**config.mk**
```make
export PLATFORM = sky130hd
export DESIGN_NAME = jipd_ctrl
export DESIGN_NICKNAME = d
export VERILOG_FILES = /design/src/jipd_pkg.sv /design/src/jipd_ctrl.sv
export SDC_FILE = /design/constraint.sdc
export NUM_CORES = 1
export LEC_CHECK = 0
export BUFFER_PORTS_ARGS = -buffer_cell sky130_fd_sc_hd__buf_2
export CAP_MARGIN = 40
export CORE_AREA = 2 2 39 41
export DETAILED_ROUTE_END_ITERATION = 8
export DIE_AREA = 0 0 41 43
export GPL_TIMING_DRIVEN = 0
export PLACE_DENSITY_LB_ADDON = 0.3
export SLEW_MARGIN = 20
export SYNTH_ARGS = -nofsm -noshare
export SYNTH_HDL_FRONTEND = slang
export SYNTH_SLANG_ARGS = --single-unit
```
**constraint.sdc**
```tcl
create_clock -name clk -period 1.35 [get_ports clk]
set_input_delay 0.2025 -clock clk [delete_from_list [all_inputs] [get_ports clk]]
set_output_delay 0.2025 -clock clk [all_outputs]
set_load 0.02 [all_outputs]
```
**src/jipd_pkg.sv**
```systemverilog
// shared types and constants for the joint impedance pd torque block
// depends on nothing; imported by the controller, the datapath and the top level
package jipd_pkg;

  // field widths of the stream items
  localparam int JOINT_W = 4;
  localparam int VAL_W   = 32;
  localparam int LIM_W   = 31;
  localparam int AGE_W   = 17;
  localparam int TMO_W   = 16;

  // exact product of a 32 bit gain and a 33 bit error, and the torque sum
  localparam int PROD_W = 65;
  localparam int ACC_W  = 66;

  localparam logic [AGE_W-1:0] AGE_MAX       = {AGE_W{1'b1}};
  localparam logic [TMO_W-1:0] TIMEOUT_RESET = 16'd200;

  // register indexes on the apb port
  localparam logic REG_RUN_MODE = 1'b0;
  localparam logic REG_TIMEOUT  = 1'b1;

  // operation codes carried in s_tuser
  typedef enum logic [1:0] {
    OP_CMD_WRITE   = 2'd0,
    OP_UPDATE      = 2'd1,
    OP_TICK        = 2'd2,
    OP_LIMIT_WRITE = 2'd3
  } jipd_op_t;

  // controller states
  typedef enum logic [3:0] {
    S_IDLE = 4'b0001,
    S_MUL  = 4'b0010,
    S_SUM  = 4'b0100,
    S_OUT  = 4'b1000
  } jipd_state_t;

  // one stored joint command
  typedef struct packed {
    logic signed [VAL_W-1:0] gain_d;
    logic signed [VAL_W-1:0] gain_p;
    logic signed [VAL_W-1:0] torque_ff;
    logic signed [VAL_W-1:0] velocity;
    logic signed [VAL_W-1:0] position;
  } jipd_entry_t;

  // controller to datapath
  typedef struct packed {
    logic take;
    logic mul;
    logic sum;
    logic load_out;
  } jipd_cmd_t;

  // datapath to controller
  typedef struct packed {
    logic start_update;
    logic out_free;
  } jipd_sts_t;

endpackage

```
**src/jipd_ctrl.sv**
```systemverilog
// sequencer for joint updates: accept, multiply, sum, clamp and load output
// depends on jipd_pkg; drives the datapath through jipd_cmd_t
module jipd_ctrl
  import jipd_pkg::*;
(
  input  logic      clk,
  input  logic      rst,
  input  logic      s_tvalid,
  output logic      s_tready,
  input  jipd_sts_t sts,
  output jipd_cmd_t cmd
);

  jipd_state_t state, state_next;

  // state register
  always_ff @(posedge clk) begin
    if (rst) begin
      state <= S_IDLE;
    end else begin
      state <= state_next;
    end
  end

  // next state
  always_comb begin
    state_next = state;
    unique case (state)
      S_IDLE: begin
        if (s_tvalid && sts.start_update) state_next = S_MUL;
      end
      S_MUL: begin
        state_next = S_SUM;
      end
      S_SUM: begin
        state_next = S_OUT;
      end
      S_OUT: begin
        if (sts.out_free) state_next = S_IDLE;
      end
      default: begin
        state_next = S_IDLE;
      end
    endcase
  end

  // commands
  assign s_tready     = (state == S_IDLE);
  assign cmd.take     = s_tvalid && (state == S_IDLE);
  assign cmd.mul      = (state == S_MUL);
  assign cmd.sum      = (state == S_SUM);
  assign cmd.load_out = (state == S_OUT) && sts.out_free;

`ifndef ASSERT_OFF
  a_hold_out: assert property (@(posedge clk) disable iff (rst)
    (state == S_OUT && !sts.out_free) |=> (state == S_OUT))
    else $error("result dropped while output register was full");
  a_update_starts: assert property (@(posedge clk) disable iff (rst)
    (cmd.take && sts.start_update) |=> (state == S_MUL))
    else $error("accepted update did not start the multiply");
  a_load_free: assert property (@(posedge clk) disable iff (rst)
    cmd.load_out |-> (sts.out_free && !s_tready))
    else $error("output load outside the final step");
`endif

endmodule

```
# [Yosys cells after proc, flatten, opt, wreduce, memory -nomap -nowiden]
# Cells that the tools add are included.
[totals] output_inout_bits=5 in_bits=5 latch_bits=0 n_memories=0 mem_bits_ro=0 regBits=4 wordCells=14 ram_bits=0
[classes] n_bitwise=0 add_sub_neg=0 eq_ne=6 magnitude_cmp=0 reduce_logical=4 div_mod_pow=0 shifts=0 mux=3 multipliers=0
[ops] operator="4-bit case mux with 4 select lines" count=1
[ops] operator="4-bit two-way mux" count=2
[ops] operator="4-bit by 1-bit equality test with 1-bit output (second input constant)" count=1
[ops] operator="4-bit by 2-bit equality test with 1-bit output (second input constant)" count=1
[ops] operator="4-bit by 3-bit equality test with 1-bit output (second input constant)" count=1
[ops] operator="4-bit equality test (second input constant)" count=1
[ops] operator="1-bit logical AND" count=3
[ops] operator="2-bit by 1-bit inequality test with 1-bit output (second input constant)" count=1
[ops] operator="2-bit inequality test (second input constant)" count=1
[ops] operator="2-bit AND reduction" count=1

# [Longest topological paths before layout]
[logic_depth] depth_word=3 mapped_depth=4 mapped_depth_nobuf=3

# [Least setup slack after synthesis]
# Ideal clock, no wire load.
[synth_timing] path_kind="reg2out" from="register state[2]" to="output port cmd[3] (netlist bit)" setup_slack_ns=-0.210 t_arrival_ns=1.358 n_path_buf=1 stages_incl_launch_ff=4 path_cell_list="dfxtp_1 buf_2 nor4b_2 and2_1"
[synth_rtl] element="start: declaration" line_no="jipd_ctrl.sv:14" source="jipd_state_t state, state_next;"
[synth_rtl] element="start signal: assignment" line_no="jipd_ctrl.sv:21" source="state <= state_next;"
[synth_rtl] element="end: declaration" line_no="jipd_ctrl.sv:11" source="output jipd_cmd_t cmd"

==> summary.txt <==
Timing
  – Worst-margin pin slew: 255.8 ps
  – Slew Limit Fails: 0
  – Setup total negative slack: -148.0 ps
  – Setup violations, final: 3
  – Max Fclk: 709.7 MHz
  – Slew headroom: 82.83%
  – Min Tclk post-route: 1409 ps
  – Fin crit share: 104.4%
  – Clock Skew: 4.766 ps
  – Setup WS post-layout: -59.11 ps
  – RSZ-0062 raised after global routing: yes
  – Hold Vio Cnt, Final: 0

Critical path
  – CP Cell Sequence: nor4b_4 > and2_4 > buf_6
  – Buf/Inv on CP: 1
  – CP delay by family, top: simple AND/OR/NAND/NOR gates
  – Critical Path AT: 1210 ps
  – CP max FO: 7
  – CP Launch Type: flip-flop
  – Critical Path RT: 1150 ps
  – Worst setup EP type: output pin
  – Max stage delay on crit path: 370 ps
  – Kind of critical path: reg2out
  – Slowest CP cell: dfxtp_4

Layout
  – Largest register FFs: 4
  – Top Registers: state x4
  – Final #Nets: 52
  – Antenna cells: 0
  – Area Growth Syn to Fin: 88.71%
  – Fill count: 146
  – Footprint of the multi-input gates: 165.2 sq um
  – Largest register by flop count: state
  – Storage cell area: 86.33 sq um
  – Share of cells above drive strength 1: 64.44%

Clock network
  – Total clock buffers created by CTS: 3
  – CTS H-tree depth: 1
  – CTS tree: yes
  – Clk slew on worst S/H paths: 40 ps
  – CTS Buffer Depth: 2
  – CTS Root Buffer Type: clkbuf_4
  – Hold_buf cts: 0
  – # clock sinks: 4
  – Clk_lat worst skew: 230 ps

Floorplan
  – Core ar.: 1384 sq um
  – Std cell rows: 14
  – Die footprint: 1763 sq um
  – Die Height: 43 um
  – Starting Density: 16.82%
  – Die X: 41 um
  – I/O pin count: 10

Yosys
  – Gate Count Post-Synth: 27
  – Synth Net Count: 32
  – Synthesized area: 232.7 sq um
  – Syn_area_per_cell: 8.619 sq um
  – FFs w/ async S/R, synth: 0%
  – Area share of the largest cell type after synthesis: 34.41%
  – Synth cell count leaders: dfxtp_1, nor4_1
  – Distinct cell type count after synthesis: 18
  – Seq/Total Area, Yosys: 34.41%
  – Synth top area cells: dfxtp_1, nor4_1, nor3b_1
  – Most frequent cell after synthesis: dfxtp_1
  – Yosys warns: 0
  – Top cell type by total area after synthesis: dfxtp_1
  – #FFs+latches synth: 4
  – Synth Flop Type: dfxtp_1
  – Post-synth EDFFs: 0

Global route
  – Global-route wire length before repair: 1076 um
  – Largest net degree at the start of global routing: 9
  – Global route overflow: 0
  – Vias in the first global route: 251
  – Gr usage total: 9.519%
  – Initial antenna violation count: 0

Route
  – Drt first pass iters: 2
  – DR WL/cell: 10.31 um
  – DR vias/cell: 4.459
  – Residual DRC: 0
  – Final WL: 629 um
  – Final antenna-violating net count: 0
  – 1st-iter DRT viols: 3
  – Detailed-route via count: 272

Power
  – Cell Pwr Density: 862.7 nW/um^2
  – Leak Pwr: 0.1894 nW
  – Peak ir drop on the vdd network: 599.0 uV
  – Total power draw: 0.0003789 W

Outcome
  – Failing checks: negative setup slack
  – Status: finished with violations

Run
  – Number of max-cap violations: 0

Placement
  – GPL Wtd Cong: 0.6190
  – Buffers on Ports: 9

Worst hold path
  – Worst hold path type: in2reg
logic make-up (layout without fill, tap and decap cells):
group / count (synthesis) / count (layout) / synth area share (%)
compound gates: 5 / 5 / 15.59
flops: 4 / 4 / 34.41
simple gates: 13 / 13 / 39.25
buf+inv: 5 / 23 / 10.76
final cells by class:
class	instances	share of cell area (%)
Clock buffer	3	5.128
Inverter	2	1.709
Multi-Input combinational cell	18	37.61
Sequential cell	4	19.66
Tap cell	16	4.558
Timing Repair Buffer	15	24.50
Buffer	3	6.838
through the flow:
stage	hold slack [ps]	setup WS, ps	std cells	instance area [sq um]	utilization, %
floorplan	278.3	14.37	27	247.7	-
global placement	406.2	0.1403	52	312.8	22.60
detailed placement	406.4	-7.226	52	312.8	22.60
CTS	146.1	-76.02	56	384.1	27.76
global route	142.4	-144.5	61	439.2	31.74
finish	151.3	-59.11	61	439.2	31.74
layer usage:
| layer | track usage (%) | vias up | wire length (um) |
|---|---|---|---|
| li1 | - | 136 | - |
| met1 | 10.86 | 125 | 288 |
| met2 | 12.50 | 11 | 283 |
| met3 | 7.853 | 0 | 58 |
| met4 | 4.000 | 0 | 0 |
| met5 | 0 | - | 0 |
where the power goes:
group | total (W) | switching (W) | internal, W
clock network | 0.000150 | 0.0000504 | 0.0000996
registers | 0.000128 | 0.00000502 | 0.000123
logic | 0.000100 | 0.0000436 | 0.0000569
path summary, 6_finish.rpt:
kind	to	depth (start not counted)	startpoint	slack (ps)
max reg2reg	state[0]	3	state[3]	60
max	cmd[3]	3	state[1]	-60
min reg2reg	state[3]	1	state[1]	500
min	state[1]	2	rst	150
layout by cell type (no fill, tap or decap):
| master | n |
|---|---|
| a311oi_1 | 1 |
| buf_6 | 4 |
| buf_2 | 5 |
| buf_4 | 9 |
| clkbuf_4 | 3 |
| nor3b_1 | 2 |
| dfxtp_2 | 2 |
| dfxtp_1 | 1 |
| a21oi_1 | 1 |
| and2_4 | 1 |
| o21a_1 | 1 |
| nor4_1 | 2 |
| dfxtp_4 | 1 |
| or3b_1 | 1 |
| o21bai_1 | 1 |
| nand2_1 | 2 |
| nand2b_1 | 1 |
| nor4b_4 | 2 |
| a21o_1 | 1 |
| inv_1 | 2 |
| nor4_2 | 1 |
| nor3_2 | 1 |
what timing repair did:
item,in CTS,in global routing
pin swaps,0,2
setup buffers,1,5
endpoints found under the setup margin,6,6
resized for setup,12,6
cloned,0,0
(Power assumes the default switching activity.)
